**src/rtl/ale_pkg.sv**
```systemverilog
// ----------------------------------------------------------------------------
// ale_pkg
// Shared types and constants of the array list engine: beat payloads,
// command and status codes, and the controller to datapath link.
// ----------------------------------------------------------------------------
package ale_pkg;

	localparam int ALE_CAPACITY   = 256;
	localparam int ALE_ELEM_WIDTH = 32;

	localparam int CMD_W   = 4;
	localparam int IDX_W   = 8;
	localparam int VAL_W   = 32;
	localparam int RES_W   = 40;
	localparam int POS_W   = 8;
	localparam int STAT_W  = 3;
	localparam int COUNT_W = 9;

	typedef enum logic [CMD_W-1:0] {
		CMD_APPEND  = 4'd0,
		CMD_INSERT  = 4'd1,
		CMD_DELETE  = 4'd2,
		CMD_GET     = 4'd3,
		CMD_SET     = 4'd4,
		CMD_SEARCH  = 4'd5,
		CMD_MAX     = 4'd6,
		CMD_MIN     = 4'd7,
		CMD_SUM     = 4'd8,
		CMD_AVG     = 4'd9,
		CMD_REVERSE = 4'd10,
		CMD_ROTL    = 4'd11,
		CMD_ROTR    = 4'd12,
		CMD_SORTINS = 4'd13,
		CMD_CHECK   = 4'd14
	} cmd_t;

	typedef enum logic [STAT_W-1:0] {
		ST_OK       = 3'd0,
		ST_BADIDX   = 3'd1,
		ST_FULL     = 3'd2,
		ST_EMPTY    = 3'd3,
		ST_UNSORTED = 3'd4,
		ST_NOTFOUND = 3'd5
	} status_t;

	typedef struct packed {
		logic [CMD_W-1:0]        command;
		logic [IDX_W-1:0]        index;
		logic signed [VAL_W-1:0] value;
	} in_item_t;

	typedef struct packed {
		logic signed [RES_W-1:0] result_value;
		logic [POS_W-1:0]        position;
		logic [STAT_W-1:0]       status;
		logic [COUNT_W-1:0]      element_count;
		logic                    in_order;
	} out_item_t;

	typedef enum logic [5:0] {
		OP_NOP,
		OP_LOAD,
		OP_APPEND,
		OP_INS_INIT,
		OP_READ_IDX,
		OP_DEL_CAP,
		OP_DEL_FIN,
		OP_CAP_RES,
		OP_BADGET,
		OP_WRITE_IDX,
		OP_PUT_IDX,
		OP_SRCH_INIT,
		OP_SRCH_RD,
		OP_SRCH_HIT,
		OP_SRCH_UPD,
		OP_RED_INIT,
		OP_RED_STEP,
		OP_RES_BEST,
		OP_RES_ACC,
		OP_DIV_START,
		OP_RES_DIV,
		OP_SCAN_DONE,
		OP_REV_INIT,
		OP_REV_RA,
		OP_REV_RB,
		OP_REV_WA,
		OP_REV_WB,
		OP_READ0,
		OP_READ_LAST,
		OP_ROT_CAP,
		OP_PUT_TMP0,
		OP_PUT_TMP_LAST,
		OP_MV_STEP,
		OP_SI_INIT,
		OP_SI_RD,
		OP_SI_SHIFT,
		OP_SI_PUT,
		OP_FINISH
	} dp_op_t;

	typedef struct packed {
		dp_op_t  op;
		logic    st_we;
		status_t st;
	} ctrl_cmd_t;

	typedef struct packed {
		cmd_t cmd;
		logic idx_gt;
		logic idx_ge;
		logic full;
		logic empty;
		logic cnt_le1;
		logic n_zero;
		logic p_lt_q;
		logic p_zero;
		logic key_eq;
		logic key_lt;
		logic sorted;
		logic out_free;
		logic div_done;
	} dp_stat_t;

endpackage

```
**src/rtl/ale_ctrl.sv**
```systemverilog
// ----------------------------------------------------------------------------
// ale_ctrl
// Command sequencer: decodes each beat and steps the datapath through it.
// ----------------------------------------------------------------------------
module ale_ctrl import ale_pkg::*; (
	input  logic      clk,
	input  logic      arst_n,
	input  logic      in_valid,
	output logic      in_ready,
	input  dp_stat_t  stat,
	output ctrl_cmd_t cmd
);
	typedef enum logic [4:0] {
		S_IDLE,
		S_DEC,
		S_MOVE,
		S_MV_END,
		S_DEL,
		S_GET,
		S_ROT,
		S_SCAN,
		S_RED,
		S_RED_END,
		S_DIV,
		S_SRD,
		S_SCMP,
		S_RRA,
		S_RRB,
		S_RWA,
		S_RWB,
		S_SIRD,
		S_SICMP,
		S_FIN
	} state_t;

	state_t state_q;
	state_t nxt;

	always_comb begin
		nxt      = state_q;
		in_ready = 1'b0;
		cmd      = '{op: OP_NOP, st_we: 1'b0, st: ST_OK};
		unique case (state_q)
			S_IDLE: begin
				in_ready = 1'b1;
				if (in_valid) begin
					cmd.op = OP_LOAD;
					nxt    = S_DEC;
				end
			end
			S_DEC: begin
				nxt = S_FIN;
				unique case (stat.cmd)
					CMD_APPEND: begin
						if (stat.full) begin
							cmd.st_we = 1'b1;
							cmd.st    = ST_FULL;
						end else begin
							cmd.op = OP_APPEND;
							nxt    = S_SCAN;
						end
					end
					CMD_INSERT: begin
						if (stat.idx_gt) begin
							cmd.st_we = 1'b1;
							cmd.st    = ST_BADIDX;
						end else if (stat.full) begin
							cmd.st_we = 1'b1;
							cmd.st    = ST_FULL;
						end else begin
							cmd.op = OP_INS_INIT;
							nxt    = S_MOVE;
						end
					end
					CMD_DELETE: begin
						if (stat.idx_ge) begin
							cmd.st_we = 1'b1;
							cmd.st    = ST_BADIDX;
						end else begin
							cmd.op = OP_READ_IDX;
							nxt    = S_DEL;
						end
					end
					CMD_GET: begin
						if (stat.idx_ge) begin
							cmd.op    = OP_BADGET;
							cmd.st_we = 1'b1;
							cmd.st    = ST_BADIDX;
						end else begin
							cmd.op = OP_READ_IDX;
							nxt    = S_GET;
						end
					end
					CMD_SET: begin
						if (stat.idx_ge) begin
							cmd.st_we = 1'b1;
							cmd.st    = ST_BADIDX;
						end else begin
							cmd.op = OP_WRITE_IDX;
							nxt    = S_SCAN;
						end
					end
					CMD_SEARCH: begin
						cmd.op = OP_SRCH_INIT;
						nxt    = S_SRD;
					end
					CMD_MAX, CMD_MIN, CMD_AVG: begin
						if (stat.empty) begin
							cmd.st_we = 1'b1;
							cmd.st    = ST_EMPTY;
						end else begin
							cmd.op = OP_RED_INIT;
							nxt    = S_RED;
						end
					end
					CMD_SUM: begin
						cmd.op = OP_RED_INIT;
						nxt    = S_RED;
					end
					CMD_REVERSE: begin
						if (!stat.cnt_le1) begin
							cmd.op = OP_REV_INIT;
							nxt    = S_RRA;
						end
					end
					CMD_ROTL: begin
						if (!stat.cnt_le1) begin
							cmd.op = OP_READ0;
							nxt    = S_ROT;
						end
					end
					CMD_ROTR: begin
						if (!stat.cnt_le1) begin
							cmd.op = OP_READ_LAST;
							nxt    = S_ROT;
						end
					end
					CMD_SORTINS: begin
						if (!stat.sorted) begin
							cmd.st_we = 1'b1;
							cmd.st    = ST_UNSORTED;
						end else if (stat.full) begin
							cmd.st_we = 1'b1;
							cmd.st    = ST_FULL;
						end else begin
							cmd.op = OP_SI_INIT;
							nxt    = S_SIRD;
						end
					end
					default: nxt = S_FIN;
				endcase
			end
			// The cycle that sees the move count at zero also retires the last write.
			S_MOVE: begin
				if (stat.n_zero) begin
					nxt = S_MV_END;
				end else begin
					cmd.op = OP_MV_STEP;
				end
			end
			S_MV_END: begin
				nxt = S_SCAN;
				unique case (stat.cmd)
					CMD_INSERT: cmd.op = OP_PUT_IDX;
					CMD_DELETE: cmd.op = OP_DEL_FIN;
					CMD_ROTL:   cmd.op = OP_PUT_TMP_LAST;
					CMD_ROTR:   cmd.op = OP_PUT_TMP0;
					default:    cmd.op = OP_NOP;
				endcase
			end
			S_DEL: begin
				cmd.op = OP_DEL_CAP;
				nxt    = S_MOVE;
			end
			S_GET: begin
				cmd.op = OP_CAP_RES;
				nxt    = S_FIN;
			end
			S_ROT: begin
				cmd.op = OP_ROT_CAP;
				nxt    = S_MOVE;
			end
			S_SCAN: begin
				cmd.op = OP_RED_INIT;
				nxt    = S_RED;
			end
			S_RED: begin
				if (stat.n_zero) begin
					nxt = S_RED_END;
				end else begin
					cmd.op = OP_RED_STEP;
				end
			end
			S_RED_END: begin
				nxt = S_FIN;
				unique case (stat.cmd)
					CMD_MAX, CMD_MIN: cmd.op = OP_RES_BEST;
					CMD_SUM:          cmd.op = OP_RES_ACC;
					CMD_AVG: begin
						cmd.op = OP_DIV_START;
						nxt    = S_DIV;
					end
					default:          cmd.op = OP_SCAN_DONE;
				endcase
			end
			S_DIV: begin
				if (stat.div_done) begin
					cmd.op = OP_RES_DIV;
					nxt    = S_FIN;
				end
			end
			S_SRD: begin
				if (!stat.p_lt_q) begin
					cmd.st_we = 1'b1;
					cmd.st    = ST_NOTFOUND;
					nxt       = S_FIN;
				end else begin
					cmd.op = OP_SRCH_RD;
					nxt    = S_SCMP;
				end
			end
			S_SCMP: begin
				if (stat.key_eq) begin
					cmd.op = OP_SRCH_HIT;
					nxt    = S_FIN;
				end else begin
					cmd.op = OP_SRCH_UPD;
					nxt    = S_SRD;
				end
			end
			S_RRA: begin
				if (stat.p_lt_q) begin
					cmd.op = OP_REV_RA;
					nxt    = S_RRB;
				end else begin
					nxt = S_SCAN;
				end
			end
			S_RRB: begin
				cmd.op = OP_REV_RB;
				nxt    = S_RWA;
			end
			S_RWA: begin
				cmd.op = OP_REV_WA;
				nxt    = S_RWB;
			end
			S_RWB: begin
				cmd.op = OP_REV_WB;
				nxt    = S_RRA;
			end
			S_SIRD: begin
				if (stat.p_zero) begin
					cmd.op = OP_SI_PUT;
					nxt    = S_FIN;
				end else begin
					cmd.op = OP_SI_RD;
					nxt    = S_SICMP;
				end
			end
			S_SICMP: begin
				if (stat.key_lt) begin
					cmd.op = OP_SI_SHIFT;
					nxt    = S_SIRD;
				end else begin
					cmd.op = OP_SI_PUT;
					nxt    = S_FIN;
				end
			end
			S_FIN: begin
				if (stat.out_free) begin
					cmd.op = OP_FINISH;
					nxt    = S_IDLE;
				end
			end
			default: nxt = S_IDLE;
		endcase
	end

	always_ff @(posedge clk or negedge arst_n) begin
		if (!arst_n) begin
			state_q <= S_IDLE;
		end else begin
			state_q <= nxt;
		end
	end
endmodule

```
**config.mk**
```make
export PLATFORM = sky130hd
export DESIGN_NAME = ale_ctrl
export DESIGN_NICKNAME = d
export VERILOG_FILES = /design/src/rtl/ale_pkg.sv /design/src/rtl/ale_ctrl.sv
export SDC_FILE = /design/constraint.sdc
export NUM_CORES = 1
export LEC_CHECK = 0
export BUFFER_PORTS_ARGS = -buffer_cell sky130_fd_sc_hd__buf_2
export CAP_MARGIN = 0
export CORE_ASPECT_RATIO = 0.75
export CORE_MARGIN = 2
export CORE_UTILIZATION = 30
export DETAILED_ROUTE_END_ITERATION = 12
export GPL_TIMING_DRIVEN = 0
export PLACE_DENSITY = 0.62
export SLEW_MARGIN = 20
export SYNTH_ARGS = -nofsm -noshare
export SYNTH_HDL_FRONTEND = slang
export SYNTH_SLANG_ARGS = --single-unit
```
**constraint.sdc**
```tcl
create_clock -name clk -period 1.5 [get_ports clk]
set_input_delay 0.15 -clock clk [delete_from_list [all_inputs] [get_ports clk]]
set_output_delay 0.15 -clock clk [all_outputs]
set_load 0.01 [all_outputs]
```
==> reports/results.ini <==
[pwr]
peakVddDrop_v = 0.0005013
power_mw = 3.933
p_leak_nw = 0.9724
power_density_nw_per_um2 = 1572

[logic_synthesis]
synthDistinctLibCells = 66
synthArstFlopShare_pct = 100.0
synth_seq_cells = 5
synth.top_cell.area_share_pct = 6.935
syn_area_sq_um = 1804
synth_edf_count = 0
syn_inst = 274
netlist_top_cells_area = dfrtp_1, a21oi_1, nand2_1, buf_2, nor2_1
seq_area_frac_synth_pct = 6.935
avgSynthCellArea_sq_um = 6.585
yosys.area.top_type = dfrtp_1
synth_ff_type = dfrtp_1
yosysWarnings = 0
synth_nets = 294

[cells_and_area]
largest_register_ffs = 5
drive_gt1_share_pct = 36.34
syn_to_final_growth_pct = 38.63
largestRegisters = state_q: 5 flops
final-instance-count-excl-fill = 400
final_cell_mix = buf_2, nand2_1, a21oi_1
diodes = 0
layout.nets = 343
final_util_pct = 42.93
final_common_cell = buf_2
regMostFlops = state_q

[detailed_routing]
drt_wl_total_um = 7619
drt_iter0_drc = 385
drt_pass1_iterations = 5
vias = 2528
vias_per_cell = 6.320
ant_nets = 0
wire_per_inst_um = 19.05
drc = 0

[sta]
max_slew.worst_pin.slew_ns = 0.4342
hold_violations = 0
finClkSkew_ns = 0.003225
finalCritPeriodShare_pct = 139.6
drv_slew = 0
max_slew_margin_pct = 70.83
fmax_ghz = 0.4774
worst_slack_ns = -0.5946
setup_viol = 16
setup_tns_ns = -6.324
hold-worst-slack_ns = 0.2694
rsz0062_at_grt = true
fin_crit_ns = 2.095

[placement]
dp_hpwl_um = 5341
post-place-cells = 380
place_congestion = 1.022
port_buffers = 28

[setup_path]
critical_path.top_delay_family = simple AND/OR/NAND/NOR gates
crit_slowest_cell = dfrtp_2
crit_arrival_ns = 1.94
slowest_delay_ns = 0.43
worst-path-max-fanout = 5
endpoint_kind = output port
crit_type = flop to output port
cp-start-kind = flop
path_cells = or2_1 -> buf_6 -> nor3_4 -> nand2_1 -> o22a_1 -> o211ai_1 -> buf_2
cp.required_ns = 1.35
critical_path_buf_inv_count = 2

[clocking]
path_clk_slew_ns = 0.04
clock_path_buffers = 2
cts_tree = done
clkLatencyLatePin_ns = 0.22
cts.htree.levels = 1
cts_buffers = 3
root_buffer = clkbuf_8
cts_sinks = 5

[run_status]
status = finished, violations left
violations = setup timing

[floorplanning]
die-area_sq_um = 6657
die_width_um = 93.55
placementRows = 24
fp.dieH_um = 71.16
ios = 31
start_util_pct = 30.97
coreArea_sq_um = 5826

[grt]
grt_pass1_wl_um = 11450
grt-ovfl-total = 0
antenna_found_initial = 0
grt_usage_pct = 21.64
grt_pass1_vias = 2173
grt_max_degree = 11

[run]
maxCapViolCount = 0

[hold_path]
worstHoldPathType = primary input to asynchronous set/reset pin

## metrics by stage
stage | instance area [sq um] | setup WS [ns]
after global placement | 2074 | -0.4797
after CTS | 2335 | -0.5579
after floorplan | 1837 | -0.1372
final | 2501 | -0.5946
after global routing | 2501 | -0.6466
after detailed placement | 2074 | -0.4724
## worst paths after layout
kind	start	to	slack (ns)	cells after the start
max in group asynchronous	arst_n	state_q[3]$_DFFE_PN0P_	1.09	2
worst max-delay path	state_q[3]$_DFFE_PN0P_	cmd[5]	-0.59	7
min in group clk	stat[0]	state_q[3]$_DFFE_PN0P_	0.39	3
worst min-delay path	arst_n	state_q[0]$_DFFE_PN0P_	0.27	2
worst min register to register	state_q[1]$_DFFE_PN0P_	state_q[1]$_DFFE_PN0P_	0.88	4
worst max register to register	state_q[3]$_DFFE_PN0P_	state_q[3]$_DFFE_PN0P_	-0.32	7
## worst reg2reg max path: cells and delay by family, from the launching register on
| kind | cells | cell delay [ns] |
|---|---|---|
| AOI/OAI and AO/OA | 3 | 0.62 |
| buffers and inverters | 2 | 0.33 |
| DFF | 1 | 0.43 |
| and+or+nand+nor | 2 | 0.31 |
## Yosys cell counts (2+ instances only)
| cell type | instances |
|---|---|
| a21boi_0 | 2 |
| nand4_1 | 4 |
| o21ai_1 | 12 |
| nand3b_1 | 5 |
| and3b_1 | 3 |
| nor2_1 | 21 |
| inv_1 | 7 |
| o22ai_1 | 5 |
| a21oi_1 | 24 |
| a21o_1 | 2 |
| nand3_1 | 10 |
| o31ai_1 | 3 |
| nand2_1 | 23 |
| nor4b_1 | 2 |
| nor2b_1 | 12 |
| and3_1 | 5 |
| a311oi_1 | 3 |
| a211oi_1 | 2 |
| nand2b_1 | 12 |
| buf_4 | 6 |
| a32oi_1 | 3 |
| o21ai_0 | 15 |
| o32ai_1 | 2 |
| or3b_1 | 2 |
| o22a_1 | 2 |
| nor3_1 | 6 |
| nor3b_1 | 4 |
| buf_6 | 3 |
| dfrtp_1 | 5 |
| a31oi_1 | 8 |
| a2111oi_2 | 2 |
| nor3_4 | 2 |
| o211ai_1 | 7 |
| buf_2 | 16 |
| a22oi_1 | 2 |
| nand4bb_1 | 2 |
## cells by family (layout without fill, tap and decap cells)
| kind of cell | after synthesis | after routing | share of synthesized area, % |
|---|---|---|---|
| AOI/OAI and AO/OA | 109 | 109 | 41.06 |
| xor gates and xnor gates | 1 | 1 | 0.4855 |
| buffers and inverters | 34 | 82 | 10.68 |
| DFF | 5 | 5 | 6.935 |
| and+or+nand+nor | 125 | 125 | 40.85 |
## metal layers
layer / up-vias / wire, um / global-route usage [%]
li1: 1145 / - / -
met2: 180 / 3176 / 31.25
met1: 1173 / 3384 / 33.76
met3: 30 / 877 / 3.088
met4: 0 / 180 / 4.670
met5: - / 0 / 0
## where the power goes
part           total, mW  switching, mW  internal (mW)
Sequential         0.298         0.0910          0.207
Combinational       3.39           1.92           1.47
Clock              0.245         0.0632          0.182
Total               3.93           2.08           1.86
## final cells by class
class / instances / area (sq um)
fill: 595 / 3324
tap: 78 / 97.59
multi-input combinational: 235 / 1715
buffer: 26 / 211.5
clock buffer: 4 / 45.04
sequential: 5 / 130.1
inverter: 8 / 30.03
timing repair buffer: 44 / 271.5
## what timing repair did
item                       4_1_cts  5_1_grt
buffers inserted                 9        7
hold endpoints to repair         5        0
pin swaps                       12        8
gates cloned                     1        0
setup endpoints to repair       16       16
hold buffers                     1        0
resized for setup               36       22
(Power assumes the default switching activity.)
